[config.mk]
export PLATFORM = sky130hd
export DESIGN_NAME = dns_a_record_response_parser_flat
export DESIGN_NICKNAME = d
export VERILOG_FILES = /design/src/dnsa_pkg.sv /design/src/dnsa_in_if.sv /design/src/dnsa_out_if.sv /design/src/dnsa_front.sv /design/src/dnsa_queue.sv /design/src/dnsa_back.sv /design/src/dns_a_record_response_parser.sv /design/src/flat_wrapper.sv
export SDC_FILE = /design/constraint.sdc
export NUM_CORES = 1
export LEC_CHECK = 0
export BUFFER_PORTS_ARGS = -buffer_cell sky130_fd_sc_hd__buf_2
export CORE_AREA = 2 2 139 141
export CTS_CLUSTER_SIZE = 30
export DETAILED_ROUTE_END_ITERATION = 12
export DIE_AREA = 0 0 141 143
export GPL_ROUTABILITY_DRIVEN = 0
export PLACE_DENSITY = 0.75
export SLEW_MARGIN = 20
export SYNTH_ARGS = -nofsm -noshare
export SYNTH_HDL_FRONTEND = slang
export SYNTH_SLANG_ARGS = --single-unit
[constraint.sdc]
create_clock -name clk -period 5 [get_ports clk]
set_input_delay 0.5 -clock clk [delete_from_list [all_inputs] [get_ports clk]]
set_output_delay 0.5 -clock clk [all_outputs]
set_load 0.01 [all_outputs]
[src/dnsa_pkg.sv]
`default_nettype none

package dnsa_pkg;

	localparam int QDEPTH = 4;
	localparam int QPTR_W = 2;
	localparam int QCNT_W = 3;

	localparam logic [9:0] POS_RCODE   = 10'd3;
	localparam logic [9:0] POS_CNT_HI  = 10'd6;
	localparam logic [9:0] POS_CNT_LO  = 10'd7;
	localparam logic [9:0] POS_HDR_END = 10'd11;
	localparam logic [9:0] POS_MAX     = 10'd1023;

	localparam logic [7:0]  MAX_LABEL    = 8'd63;
	localparam logic [3:0]  TAIL_LAST    = 4'd3;
	localparam logic [3:0]  FIX_TYPE_HI  = 4'd0;
	localparam logic [3:0]  FIX_TYPE_LO  = 4'd1;
	localparam logic [3:0]  FIX_DLEN_HI  = 4'd8;
	localparam logic [3:0]  FIX_DLEN_LO  = 4'd9;
	localparam logic [15:0] RR_TYPE_A    = 16'd1;
	localparam logic [15:0] A_DATA_LEN   = 16'd4;

	typedef enum logic [2:0] {
		ST_RESOLVED  = 3'd0,
		ST_SHORT     = 3'd1,
		ST_SERVER    = 3'd2,
		ST_NO_ANS    = 3'd3,
		ST_NO_A      = 3'd4,
		ST_MALFORMED = 3'd5
	} status_t;

	typedef enum logic [2:0] {
		HP_OTHER,
		HP_RCODE,
		HP_CNT_HI,
		HP_CNT_LO,
		HP_END
	} hdr_pos_t;

	typedef enum logic [1:0] {
		NC_END,
		NC_PTR,
		NC_BAD,
		NC_LABEL
	} name_cls_t;

	typedef enum logic [3:0] {
		PH_HEADER,
		PH_Q_LEN,
		PH_Q_LABEL,
		PH_Q_PTR,
		PH_Q_TAIL,
		PH_A_LEN,
		PH_A_LABEL,
		PH_A_PTR,
		PH_A_FIXED,
		PH_A_DATA,
		PH_DONE
	} phase_t;

	typedef struct packed {
		logic [7:0] data;
		logic       last;
		hdr_pos_t   hdr_pos;
		logic       too_long;
		name_cls_t  name_cls;
	} item_t;

endpackage

`default_nettype wire

[src/dnsa_in_if.sv]
`default_nettype none

interface dnsa_in_if;
	logic       valid;
	logic       ready;
	logic [7:0] data_byte;
	logic       last_byte;

	modport source(output valid, data_byte, last_byte, input ready);
	modport sink(input valid, data_byte, last_byte, output ready);
endinterface

`default_nettype wire

[src/dnsa_out_if.sv]
`default_nettype none

interface dnsa_out_if;
	logic        valid;
	logic        ready;
	logic [2:0]  status;
	logic [31:0] ipv4_addr;
	logic [3:0]  server_code;

	modport source(output valid, status, ipv4_addr, server_code, input ready);
	modport sink(input valid, status, ipv4_addr, server_code, output ready);
endinterface

`default_nettype wire

[src/dnsa_front.sv]
`default_nettype none

module dnsa_front #(
	parameter int MAX_PACKET_BYTES = 512
) (
	input  wire logic    clk,
	input  wire logic    arst_n,
	dnsa_in_if.sink      in_ch,
	input  wire logic    q_full,
	output logic         push,
	output dnsa_pkg::item_t item
);

	logic [9:0] pos_q;
	logic [7:0] b;

	assign b            = in_ch.data_byte;
	assign in_ch.ready  = !q_full;
	assign push         = in_ch.valid && !q_full;

	always_ff @(posedge clk or negedge arst_n) begin
		if (!arst_n) begin
			pos_q <= '0;
		end else if (push) begin
			if (in_ch.last_byte) begin
				pos_q <= '0;
			end else if (pos_q != dnsa_pkg::POS_MAX) begin
				pos_q <= pos_q + 10'd1;
			end
		end
	end

	always_comb begin
		item.data     = b;
		item.last     = in_ch.last_byte;
		item.too_long = ({1'b0, pos_q} + 11'd1) >= 11'(MAX_PACKET_BYTES);

		case (pos_q)
			dnsa_pkg::POS_RCODE:   item.hdr_pos = dnsa_pkg::HP_RCODE;
			dnsa_pkg::POS_CNT_HI:  item.hdr_pos = dnsa_pkg::HP_CNT_HI;
			dnsa_pkg::POS_CNT_LO:  item.hdr_pos = dnsa_pkg::HP_CNT_LO;
			dnsa_pkg::POS_HDR_END: item.hdr_pos = dnsa_pkg::HP_END;
			default:               item.hdr_pos = dnsa_pkg::HP_OTHER;
		endcase

		// both top bits set marks a compression pointer
		if (b == 8'd0) begin
			item.name_cls = dnsa_pkg::NC_END;
		end else if (b[7:6] == 2'b11) begin
			item.name_cls = dnsa_pkg::NC_PTR;
		end else if (b > dnsa_pkg::MAX_LABEL) begin
			item.name_cls = dnsa_pkg::NC_BAD;
		end else begin
			item.name_cls = dnsa_pkg::NC_LABEL;
		end
	end

endmodule

`default_nettype wire

[src/dnsa_queue.sv]
`default_nettype none

module dnsa_queue (
	input  wire logic             clk,
	input  wire logic             arst_n,
	input  wire logic             push,
	input  wire dnsa_pkg::item_t  push_item,
	output logic                  full,
	input  wire logic             pop,
	output logic                  head_valid,
	output dnsa_pkg::item_t       head
);

	dnsa_pkg::item_t mem_q [dnsa_pkg::QDEPTH];
	logic [dnsa_pkg::QPTR_W-1:0] wr_ptr_q;
	logic [dnsa_pkg::QPTR_W-1:0] rd_ptr_q;
	logic [dnsa_pkg::QCNT_W-1:0] count_q;

	assign full       = count_q == dnsa_pkg::QCNT_W'(dnsa_pkg::QDEPTH);
	assign head_valid = count_q != '0;
	assign head       = mem_q[rd_ptr_q];

	always_ff @(posedge clk or negedge arst_n) begin
		if (!arst_n) begin
			wr_ptr_q <= '0;
			rd_ptr_q <= '0;
			count_q  <= '0;
		end else begin
			if (push) begin
				wr_ptr_q <= wr_ptr_q + 1'b1;
			end
			if (pop) begin
				rd_ptr_q <= rd_ptr_q + 1'b1;
			end
			if (push && !pop) begin
				count_q <= count_q + 1'b1;
			end else if (pop && !push) begin
				count_q <= count_q - 1'b1;
			end
		end
	end

	always_ff @(posedge clk) begin
		if (push) begin
			mem_q[wr_ptr_q] <= push_item;
		end
	end

	a_count_up: assert property (@(posedge clk) disable iff (!arst_n)
		push && !pop |=> count_q == $past(count_q) + 1'b1)
		else $error("queue count did not advance on push");

	a_no_underflow: assert property (@(posedge clk) disable iff (!arst_n)
		pop |-> count_q != '0)
		else $error("queue popped while empty");

	a_no_overflow: assert property (@(posedge clk) disable iff (!arst_n)
		full |-> !push)
		else $error("queue pushed while full");

endmodule

`default_nettype wire

[src/dnsa_back.sv]
`default_nettype none

module dnsa_back (
	input  wire logic            clk,
	input  wire logic            arst_n,
	input  wire logic            head_valid,
	input  wire dnsa_pkg::item_t head,
	output logic                 pop,
	dnsa_out_if.source           out_ch
);

	dnsa_pkg::phase_t phase_q, phase_d;
	logic [3:0]  field_cnt_q, field_cnt_d;
	logic [15:0] answers_q, answers_d;
	logic [3:0]  rcode_q, rcode_d;
	logic [5:0]  label_q, label_d;
	logic [15:0] rtype_q, rtype_d;
	logic [15:0] dlen_q, dlen_d;
	logic [31:0] acc_q, acc_d;

	logic             res_valid;
	dnsa_pkg::status_t res_status;
	logic [31:0]      res_ip;

	logic        out_valid_q;
	logic [2:0]  status_q;
	logic [31:0] ip_q;
	logic [3:0]  code_q;

	logic        in_q_name;
	logic [15:0] ans_dec;
	logic [15:0] dlen_join;
	logic [31:0] acc_shift;
	logic [7:0]  b;

	assign b         = head.data;
	assign pop       = head_valid && (!out_valid_q || out_ch.ready);
	assign in_q_name = (phase_q == dnsa_pkg::PH_Q_LEN) || (phase_q == dnsa_pkg::PH_Q_LABEL) ||
	                   (phase_q == dnsa_pkg::PH_Q_PTR);
	assign ans_dec   = answers_q - 16'd1;
	assign dlen_join = dlen_q | {8'h00, b};
	assign acc_shift = {acc_q[23:0], b};

	always_comb begin
		phase_d     = phase_q;
		field_cnt_d = field_cnt_q;
		answers_d   = answers_q;
		rcode_d     = rcode_q;
		label_d     = label_q;
		rtype_d     = rtype_q;
		dlen_d      = dlen_q;
		acc_d       = acc_q;
		res_valid   = 1'b0;
		res_status  = dnsa_pkg::ST_SHORT;
		res_ip      = '0;

		case (phase_q)
			dnsa_pkg::PH_HEADER: begin
				case (head.hdr_pos)
					dnsa_pkg::HP_RCODE:  rcode_d = b[3:0];
					dnsa_pkg::HP_CNT_HI: answers_d = {b, answers_q[7:0]};
					dnsa_pkg::HP_CNT_LO: answers_d = {answers_q[15:8], b};
					dnsa_pkg::HP_END: begin
						if (rcode_q != 4'd0) begin
							res_valid  = 1'b1;
							res_status = dnsa_pkg::ST_SERVER;
						end else if (answers_q == 16'd0) begin
							res_valid  = 1'b1;
							res_status = dnsa_pkg::ST_NO_ANS;
						end else begin
							phase_d = dnsa_pkg::PH_Q_LEN;
						end
					end
					default: ;
				endcase
			end
			dnsa_pkg::PH_Q_LEN, dnsa_pkg::PH_A_LEN: begin
				case (head.name_cls)
					dnsa_pkg::NC_END: begin
						phase_d     = in_q_name ? dnsa_pkg::PH_Q_TAIL : dnsa_pkg::PH_A_FIXED;
						field_cnt_d = '0;
					end
					dnsa_pkg::NC_PTR: begin
						phase_d = in_q_name ? dnsa_pkg::PH_Q_PTR : dnsa_pkg::PH_A_PTR;
					end
					dnsa_pkg::NC_BAD: begin
						res_valid  = 1'b1;
						res_status = dnsa_pkg::ST_MALFORMED;
					end
					default: begin
						label_d = b[5:0];
						phase_d = in_q_name ? dnsa_pkg::PH_Q_LABEL : dnsa_pkg::PH_A_LABEL;
					end
				endcase
			end
			dnsa_pkg::PH_Q_LABEL, dnsa_pkg::PH_A_LABEL: begin
				label_d = label_q - 6'd1;
				if (label_q == 6'd1) begin
					phase_d = in_q_name ? dnsa_pkg::PH_Q_LEN : dnsa_pkg::PH_A_LEN;
				end
			end
			dnsa_pkg::PH_Q_PTR, dnsa_pkg::PH_A_PTR: begin
				// pointer target is never followed: the name ends here
				phase_d     = in_q_name ? dnsa_pkg::PH_Q_TAIL : dnsa_pkg::PH_A_FIXED;
				field_cnt_d = '0;
			end
			dnsa_pkg::PH_Q_TAIL: begin
				field_cnt_d = field_cnt_q + 4'd1;
				if (field_cnt_q >= dnsa_pkg::TAIL_LAST) begin
					phase_d = dnsa_pkg::PH_A_LEN;
				end
			end
			dnsa_pkg::PH_A_FIXED: begin
				field_cnt_d = field_cnt_q + 4'd1;
				if (field_cnt_q == dnsa_pkg::FIX_TYPE_HI) begin
					rtype_d = {b, 8'h00};
				end else if (field_cnt_q == dnsa_pkg::FIX_TYPE_LO) begin
					rtype_d = rtype_q | {8'h00, b};
				end else if (field_cnt_q == dnsa_pkg::FIX_DLEN_HI) begin
					dlen_d = {b, 8'h00};
				end else if (field_cnt_q >= dnsa_pkg::FIX_DLEN_LO) begin
					dlen_d = dlen_join;
					acc_d  = '0;
					// keep the type only for an A record of the right length
					if (!(rtype_q == dnsa_pkg::RR_TYPE_A && dlen_join == dnsa_pkg::A_DATA_LEN)) begin
						rtype_d = '0;
					end
					if (dlen_join == 16'd0) begin
						answers_d = ans_dec;
						if (ans_dec == 16'd0) begin
							res_valid  = 1'b1;
							res_status = dnsa_pkg::ST_NO_A;
						end else begin
							phase_d = dnsa_pkg::PH_A_LEN;
						end
					end else begin
						phase_d = dnsa_pkg::PH_A_DATA;
					end
				end
			end
			dnsa_pkg::PH_A_DATA: begin
				if (rtype_q == dnsa_pkg::RR_TYPE_A) begin
					acc_d = acc_shift;
				end
				dlen_d = dlen_q - 16'd1;
				if (dlen_q == 16'd1) begin
					if (rtype_q == dnsa_pkg::RR_TYPE_A) begin
						res_valid  = 1'b1;
						res_status = dnsa_pkg::ST_RESOLVED;
						res_ip     = acc_shift;
					end else begin
						answers_d = ans_dec;
						if (ans_dec == 16'd0) begin
							res_valid  = 1'b1;
							res_status = dnsa_pkg::ST_NO_A;
						end else begin
							phase_d = dnsa_pkg::PH_A_LEN;
						end
					end
				end
			end
			default: ;
		endcase

		if (res_valid) begin
			phase_d = dnsa_pkg::PH_DONE;
		end else if (phase_q != dnsa_pkg::PH_DONE && (head.last || head.too_long)) begin
			res_valid  = 1'b1;
			res_status = dnsa_pkg::ST_SHORT;
			phase_d    = dnsa_pkg::PH_DONE;
		end

		// end of packet: back to the reset state for the next one
		if (head.last) begin
			phase_d     = dnsa_pkg::PH_HEADER;
			field_cnt_d = '0;
			answers_d   = '0;
			label_d     = '0;
			rtype_d     = '0;
			dlen_d      = '0;
			acc_d       = '0;
		end
	end

	always_ff @(posedge clk or negedge arst_n) begin
		if (!arst_n) begin
			phase_q     <= dnsa_pkg::PH_HEADER;
			field_cnt_q <= '0;
			answers_q   <= '0;
			rcode_q     <= '0;
			label_q     <= '0;
			rtype_q     <= '0;
			dlen_q      <= '0;
			acc_q       <= '0;
		end else if (pop) begin
			phase_q     <= phase_d;
			field_cnt_q <= field_cnt_d;
			answers_q   <= answers_d;
			rcode_q     <= head.last ? 4'd0 : rcode_d;
			label_q     <= label_d;
			rtype_q     <= rtype_d;
			dlen_q      <= dlen_d;
			acc_q       <= acc_d;
		end
	end

	always_ff @(posedge clk or negedge arst_n) begin
		if (!arst_n) begin
			out_valid_q <= 1'b0;
		end else if (pop && res_valid) begin
			out_valid_q <= 1'b1;
		end else if (out_ch.ready) begin
			out_valid_q <= 1'b0;
		end
	end

	always_ff @(posedge clk) begin
		if (pop && res_valid) begin
			status_q <= res_status;
			ip_q     <= res_ip;
			code_q   <= rcode_d;
		end
	end

	assign out_ch.valid       = out_valid_q;
	assign out_ch.status      = status_q;
	assign out_ch.ipv4_addr   = ip_q;
	assign out_ch.server_code = code_q;

	a_one_result: assert property (@(posedge clk) disable iff (!arst_n)
		pop && phase_q == dnsa_pkg::PH_DONE |-> !res_valid)
		else $error("second result for one packet");

	a_done_after_result: assert property (@(posedge clk) disable iff (!arst_n)
		pop && res_valid && !head.last |=> phase_q == dnsa_pkg::PH_DONE)
		else $error("parser did not hold after its result");

	a_out_hold: assert property (@(posedge clk) disable iff (!arst_n)
		out_ch.valid && !out_ch.ready |=> out_ch.valid && $stable(out_ch.status) &&
			$stable(out_ch.ipv4_addr))
		else $error("result changed while stalled");

endmodule

`default_nettype wire

[src/dns_a_record_response_parser.sv]
// A byte accepted at the input is first written into the queue; once the parser pops it,
// the result that it decides, if any, is held in the parser's output register.
// Throughput: one byte per cycle while the output is not stalled, one parser phase update per byte.
// A stalled output holds the parser while the queue takes up to four more bytes.
// Reset (arst_n low, asynchronous): queue empty, parser in the header phase, no result.
// Each packet ends at last_byte; all parse state then returns to its reset value.
`default_nettype none

module dns_a_record_response_parser #(
	parameter int MAX_PACKET_BYTES = 512
) (
	input wire logic   clk,
	input wire logic   arst_n,
	dnsa_in_if.sink    in_ch,
	dnsa_out_if.source out_ch
);

	logic            push;
	logic            q_full;
	logic            pop;
	logic            head_valid;
	dnsa_pkg::item_t push_item;
	dnsa_pkg::item_t head;

	dnsa_front #(
		.MAX_PACKET_BYTES(MAX_PACKET_BYTES)
	) u_front (
		.clk   (clk),
		.arst_n(arst_n),
		.in_ch (in_ch),
		.q_full(q_full),
		.push  (push),
		.item  (push_item)
	);

	dnsa_queue u_queue (
		.clk       (clk),
		.arst_n    (arst_n),
		.push      (push),
		.push_item (push_item),
		.full      (q_full),
		.pop       (pop),
		.head_valid(head_valid),
		.head      (head)
	);

	dnsa_back u_back (
		.clk       (clk),
		.arst_n    (arst_n),
		.head_valid(head_valid),
		.head      (head),
		.pop       (pop),
		.out_ch    (out_ch)
	);

endmodule

`default_nettype wire

[src/flat_wrapper.sv]
// flat-port wrapper written by rule: the top's interface ports become plain ports
module dns_a_record_response_parser_flat 
#(
	parameter int MAX_PACKET_BYTES = 512
)
  (clk, arst_n, in_ch_valid, in_ch_data_byte, in_ch_last_byte, in_ch_ready, out_ch_valid, out_ch_status, out_ch_ipv4_addr, out_ch_server_code, out_ch_ready);
  dnsa_in_if in_ch_i ();
  dnsa_out_if out_ch_i ();
  input wire logic clk;
  input wire logic arst_n;
  input wire logic [$bits(in_ch_i.valid)-1:0] in_ch_valid;
  input wire logic [$bits(in_ch_i.data_byte)-1:0] in_ch_data_byte;
  input wire logic [$bits(in_ch_i.last_byte)-1:0] in_ch_last_byte;
  output wire logic [$bits(in_ch_i.ready)-1:0] in_ch_ready;
  output wire logic [$bits(out_ch_i.valid)-1:0] out_ch_valid;
  output wire logic [$bits(out_ch_i.status)-1:0] out_ch_status;
  output wire logic [$bits(out_ch_i.ipv4_addr)-1:0] out_ch_ipv4_addr;
  output wire logic [$bits(out_ch_i.server_code)-1:0] out_ch_server_code;
  input wire logic [$bits(out_ch_i.ready)-1:0] out_ch_ready;
  assign in_ch_i.valid = in_ch_valid;
  assign in_ch_i.data_byte = in_ch_data_byte;
  assign in_ch_i.last_byte = in_ch_last_byte;
  assign in_ch_ready = in_ch_i.ready;
  assign out_ch_valid = out_ch_i.valid;
  assign out_ch_status = out_ch_i.status;
  assign out_ch_ipv4_addr = out_ch_i.ipv4_addr;
  assign out_ch_server_code = out_ch_i.server_code;
  assign out_ch_i.ready = out_ch_ready;
  dns_a_record_response_parser #(.MAX_PACKET_BYTES(MAX_PACKET_BYTES)) u_core (.clk(clk), .arst_n(arst_n), .in_ch(in_ch_i), .out_ch(out_ch_i));
endmodule
# Word level (Yosys, flattened, before mapping)

Memory sizes are Yosys's and may differ from the RTL's.
Index checks and enable logic that the tools add are counted.

Add/subtract/negate cells: 10
Magnitude comparators: 4
Eq/ne operators: 58
Mux-type cells: 103
Bitwise logic cells: 2
Reductions and logical operators: 49

Operators by type and width:

| cell                  | number |
|---|---|
| $mux 16               | 20 |
| $mux 24               | 6 |
| $mux 4                | 22 |
| $pmux 16 s2           | 2 |
| $ne 5x5->1 const B    | 12 |
| $logic_not 16->1      | 3 |
| $mux 3                | 16 |
| $pmux 16 s3           | 1 |
| $pmux 24 s2           | 1 |
| $ne 3x3->1 const B    | 11 |
| $eq 16x1->1 const B   | 2 |
| $or 16x8->16          | 2 |
| $sub 16x1->16 const B | 2 |
| $pmux 4 s7            | 1 |
| $pmux 3 s4            | 2 |
| $pmux 4 s3            | 2 |
| $reduce_and 11->1     | 2 |
| $eq 10x3->1 const B   | 2 |
| $mux 10               | 2 |
| $mux 1                | 19 |
| $eq 16x3->1 const B   | 1 |
| $eq 4x3->1 const B    | 4 |
| $ne 4x4->1 const B    | 4 |
| $reduce_bool 4->1     | 4 |
| 44 further kinds      | 83 |

Register bits after elaboration: 147
Bits in writable memories: 60
Input port bits: 13
Output and inout port bits: 41
Word-level logic and storage cells: 244
Memories kept: 1

Memories:

| name                 | words | width | read ports | clocked after memory_dff | wr ports | RTL line         | source |
|---|---|---|---|---|---|---|---|
| u_core.u_queue.mem_q | 4     | 15    | 1          | 0                        | 1        | dnsa_queue.sv:14 | `dnsa_pkg::item_t mem_q [dnsa_pkg::QDEPTH];` |

# Depth between registers and ports, before layout

Depth in word-level cells: 12
Gate-level depth with buffers: 12
Mapped depth without buffers: 10

# Cells and area by module

Synthesis repeated with hierarchy kept, for this count alone.

Cells, all modules: 922
Area total of the unflattened synthesis: 10,385.0 um^2

Modules (own cells, without submodules):

| module     | instances | cells each | area an instance (um^2) | sequential area each (um^2) |
|---|---|---|---|---|
| dnsa_back  | 1         | 712        | 6,936.7                 | 3,448.3 |
| dnsa_queue | 1         | 113        | 2,598.7                 | 1,976.9 |
| dnsa_front | 1         | 97         | 849.6                   | 250.2 |

# Worst setup path before layout

OpenSTA, ideal clock, no wires.

Kind: reg-to-reg
Start point: register u_core.u_back.answers_q[6]
End point: register u_core.u_back.ip_q[0], in the netlist u_core.u_back.out_ch.ipv4_addr[0], enable pin
Arrival time: 4,387 ps
Data required time: 4,564 ps
Path slack: 177 ps
Cell stages (with the launch flop): 10
Path buffers: 2
Cells stage by stage: dfrtp_1 -> clkbuf_1 -> nor4_2 -> nand4_1 -> xnor2_1 -> or4_1 -> or4_1 -> buf_2 -> o21a_1 -> nor2_1

Longest elaborated chain between the ends: 11

Ends and longest elaborated chain:

| element                | RTL line                           | source |
|---|---|---|
| start, declared        | dnsa_back.sv:14                    | `logic [15:0] answers_q, answers_d;` |
| start signal, assigned | dnsa_back.sv:198                   | `answers_q <= answers_d;` |
| $sub 16x1->16          | dnsa_back.sv:40                    | `assign ans_dec = answers_q - 16'd1;` |
| $logic_not 16->1       | dnsa_back.sv:130, dnsa_back.sv:153 |  |
| $mux 1                 | dnsa_back.sv:130, dnsa_back.sv:153 |  |
| $mux 1                 | dnsa_back.sv:128                   | `if (dlen_join == 16'd0) begin` |
| $mux 1                 | dnsa_back.sv:121                   | `end else if (field_cnt_q >= dnsa_pkg::FIX_DLEN_LO) begin` |
| $mux 1                 | dnsa_back.sv:119                   | `end else if (field_cnt_q == dnsa_pkg::FIX_DLEN_HI) begin` |
| $mux 1                 | dnsa_back.sv:117                   | `end else if (field_cnt_q == dnsa_pkg::FIX_TYPE_LO) begin` |
| $mux 1                 | dnsa_back.sv:115                   | `if (field_cnt_q == dnsa_pkg::FIX_TYPE_HI) begin` |
| $pmux 1 s4 (*)         | dnsa_back.sv:57                    | `case (phase_q)` |
| $mux 1 (*)             | dnsa_back.sv:165                   | `if (res_valid) begin` |
| $logic_and 1x1->1 (*)  | dnsa_back.sv:218                   | `if (pop && res_valid) begin` |
| end signal, assigned   | dnsa_back.sv:220                   | `ip_q <= res_ip;` |
| end, declared          | dnsa_back.sv:27                    | `logic [31:0] ip_q;` |

Mark *: on every way between the ends. The rest lies on a longest branch, timed or not.
A chain may end at the register's enable or synchronous reset.

# Final worst setup path

Start point: register u_core.u_back.answers_q[0]
End point: register u_core.u_back.ip_q[18], in the netlist u_core.u_back.out_ch.ipv4_addr[18], enable pin

The elaborated chain is that of the path after synthesis.

==> results.py <==
metrics = {
    "drt": {
        "drc": 0,
        "drtPass1Iterations": 5,
        "wire_per_inst_um": 18.5,
        "vias": 7307,
        "first_iter_violations": 585,
        "finalWirelength_um": 22100,
        "viasPerCell": 6.09,
        "route.antenna.remaining_nets": 0,
    },
    "timing": {
        "hold_viol": 0,
        "rsz0062_at_grt": "no",
        "slew_viol_final": 0,
        "fin_tns_setup_ps": 0,
        "clock_skew_ps": 9.88,
        "tightest_slew_ps": 1000,
        "setup_violations": 0,
        "max-slew-margin-rel": 0.313,
        "hold_slack_ps": 134,
        "finalCritPeriodShare": 0.844,
        "fmax_mhz": 237,
        "min_period_ps": 4220,
    },
    "layout": {
        "nets": 983,
        "drive_above_1_share": 0.142,
        "antennaDiodeCount": 0,
        "syn_to_final_growth_pct": 12.5,
        "utilization": 0.611,
    },
    "clock_network": {
        "cts_htree_levels": 1,
        "root_buffer": "clkbuf_16",
        "worstSkewPairLatency_ps": 510,
        "cts.sinks": 207,
        "post_cts_buffers": 0,
        "cts_tree": "done",
        "clk_path_buf_depth": 3,
        "clk_pin_slew_ps": 60,
        "post_cts_resized": 0,
        "hold_buffers": 0,
        "numCtsBuffers": 22,
    },
    "synthesis": {
        "async_reset_ff_frac": 0.522,
        "synth.distinct_cells": 70,
        "synth_edf_count": 99,
        "yosys-top-cells-area": "edfxtp_1 29%, dfrtp_1 27%, nor2_1 3.4%",
        "ys_seq_area_frac": 0.562,
        "synth_fp_nets": 944,
        "avgSynthCellArea_um2": 11.1,
        "ys.flop_type": "dfrtp_1",
        "netlist_instances": 910,
        "syn-cell-area_um2": 10100,
        "yosys.area.top_type": "edfxtp_1",
        "ys_warn_count": 0,
        "synth.top_cell.area_share": 0.295,
        "ys_seq_elements": 207,
    },
    "worst_setup_path": {
        "criticalPathCategory": "reg2reg",
        "cp-end-kind": "register",
        "crit_path_max_fanout": 26,
        "cp.required_ps": 5210,
        "setup.worst_path.start_class": "register",
        "worstPathArrival_ps": 4430,
    },
    "power": {
        "switchingPower_mw": 3.01,
        "p_int_mw": 4.56,
        "switching_share": 0.397,
        "powerDensity_nw_per_um2": 667,
        "p_comb_frac": 0.410,
        "seqPwrFrac": 0.359,
        "pwr-share-clk": 0.231,
        "leakage_nw": 4.69,
        "peakVddDrop_mv": 0.446,
    },
    "global_route": {
        "grt_pass1_wl_um": 36300,
        "grt_antenna_before_repair": 0,
        "grt.total_usage": 0.224,
        "overflow": 0,
        "grt_pass1_vias": 6818,
        "grt_max_degree": 72,
    },
    "floorplanning": {
        "ios": 54,
        "initial_core_util": 0.543,
        "dieArea_um2": 20200,
        "row_count": 50,
        "core_um2": 18600,
        "die_h_um": 143,
        "die_x_um": 141,
    },
    "flow_run": {
        "maxCapViolCount": 0,
    },
    "min_path": {
        "min-delay-path-class": "in2async",
    },
    "run_status": {
        "outcome": "finished clean",
    },
    "placed_design": {
        "io_buffers": 53,
        "hpwl_um": 14600,
    },
}
-- cells by family (layout without fill, tap and decap cells) --
logic type / count (synthesis) / in the layout / synth area share
simple gates: 332 / 332 / 0.171
compound gates: 226 / 226 / 0.144
fa+ha+maj: 21 / 21 / 0.0268
xor+xnor: 22 / 22 / 0.0191
mux: 28 / 28 / 0.0472
flops: 207 / 207 / 0.562
buf+inv: 74 / 129 / 0.0291
-- routing by layer --
layer	up-vias	track usage	part of all wire
li1	3452	-	-
met4	0	0.0658	0.029
met1	3574	0.323	0.45
met3	46	0.0275	0.054
met2	235	0.362	0.47
met5	-	0	0
-- cells in the mapped netlist (all sizes together), types with 3 or more instances --
library cell    n
dfrtp         108
edfxtp         99
nor2           92
o21ai          79
nand2          69
a21oi          51
a22o           37
clkbuf         36
and2           34
nor3           30
inv            25
nor4           22
ha             20
nand3          17
and3           14
mux4           13
buf            12
xor2           12
nand4          11
xnor2          10
mux2            9
o22ai           9
nand2b          8
a22oi           7
o31ai           7
or3             7
mux2i           6
nor4b           6
nor2b           5
o21a            5
o31a            5
nor3b           4
or4             4
nand3b          3
o211ai          3
o21bai          3
o311ai          3
-- final cells by class --
type	count	area (um^2)
Clock inverter	12	161
Tap cell	234	293
Timing Repair Buffer	63	355
Fill cell	1481	7230
Inverter	26	97.6
Multi-Input combinational cell	629	4150
Sequential cell	207	5680
Clock buffer	28	626
-- through the flow --
stage / total power [mW] / area, um^2 / worst slack (ps) / cells
floorplan: 4.89 / 10100 / 177 / 910
global placement: 5.74 / 10600 / 929 / 1159
detailed placement: 5.83 / 10600 / 825 / 1159
CTS: 7.59 / 11400 / 813 / 1199
global route: 8.03 / 11400 / 542 / 1199
finish: 7.57 / 11400 / 781 / 1199
-- final timing paths --
check | from | endpoint | slack (ps) | cells past startpoint
worst max-delay path | u_core.u_back.answers_q[0] | u_core.u_back.out_ch.ipv4_addr[18] | 780 | 10
worst min-delay path | arst_n | u_core.u_front.pos_q[0] | 130 | 1
worst max register to register | u_core.u_back.answers_q[0] | u_core.u_back.out_ch.ipv4_addr[18] | 780 | 10
worst min register to register | u_core.u_back.acc_q[19] | u_core.u_back.acc_q[19] | 490 | 1
max in group asynchronous | arst_n | u_core.u_back.rcode_q[1] | 3830 | 2
min in group clk | in_ch_data_byte[1] | u_core.u_queue.mem_q[3][8] | 230 | 1
-- layout by cell type, fill, tap and decap left out, types with 20 or more instances in the layout --
cell / synthesis / layout
nor2_1: 91 / 90
a21oi_1: 51 / 51
a22o_1: 37 / 37
clkbuf_16: 0 / 24
nand2_1: 69 / 69
dfrtp_1: 108 / 108
o21ai_0: 57 / 57
buf_2: 7 / 52
edfxtp_1: 99 / 99
ha_1: 20 / 20
and2_1: 34 / 34
nor3_1: 26 / 24
inv_1: 25 / 25
-- registers in the layout, indices dropped and copies added, names as in the netlist --
| signal | cells |
|---|---|
| u_core.u_back.field_cnt_q | 4 |
| u_core.u_queue.count_q | 3 |
| u_core.u_back.phase_q | 4 |
| u_core.u_back.out_ch.server_code | 4 |
| u_core.u_front.pos_q | 10 |
| u_core.u_back.out_ch.valid | 1 |
| u_core.u_back.out_ch.ipv4_addr | 32 |
| u_core.u_back.label_q | 6 |
| u_core.u_back.out_ch.status | 3 |
| u_core.u_back.answers_q | 16 |
| u_core.u_back.acc_q | 24 |
| u_core.u_queue.rd_ptr_q | 2 |
| u_core.u_queue.wr_ptr_q | 2 |
| u_core.u_back.rtype_q | 16 |
| u_core.u_queue.mem_q | 60 |
| u_core.u_back.dlen_q | 16 |
| u_core.u_back.rcode_q | 4 |
-- critical path: stages (launching register included) --
cell and delay, ps:
dfrtp_1 570, inv_1 130, ha_1 420, or3_1 440, nor2_1 100, mux2i_1 80, or4_1 530, or4_1 700
o21a_1 290, nor2_4 390, buf_12 240
-- power groups by stage --
stage	registers, mW	clock network, mW	logic (mW)
2_1_floorplan	2.69	0	2.21
3_5_place_dp	2.73	0	3.09
6_report	2.71	1.75	3.11
4_1_cts	2.71	1.78	3.11
3_3_place_gp	2.72	0	3.02
5_1_grt	2.77	1.84	3.42
(Power assumes the default switching activity.)
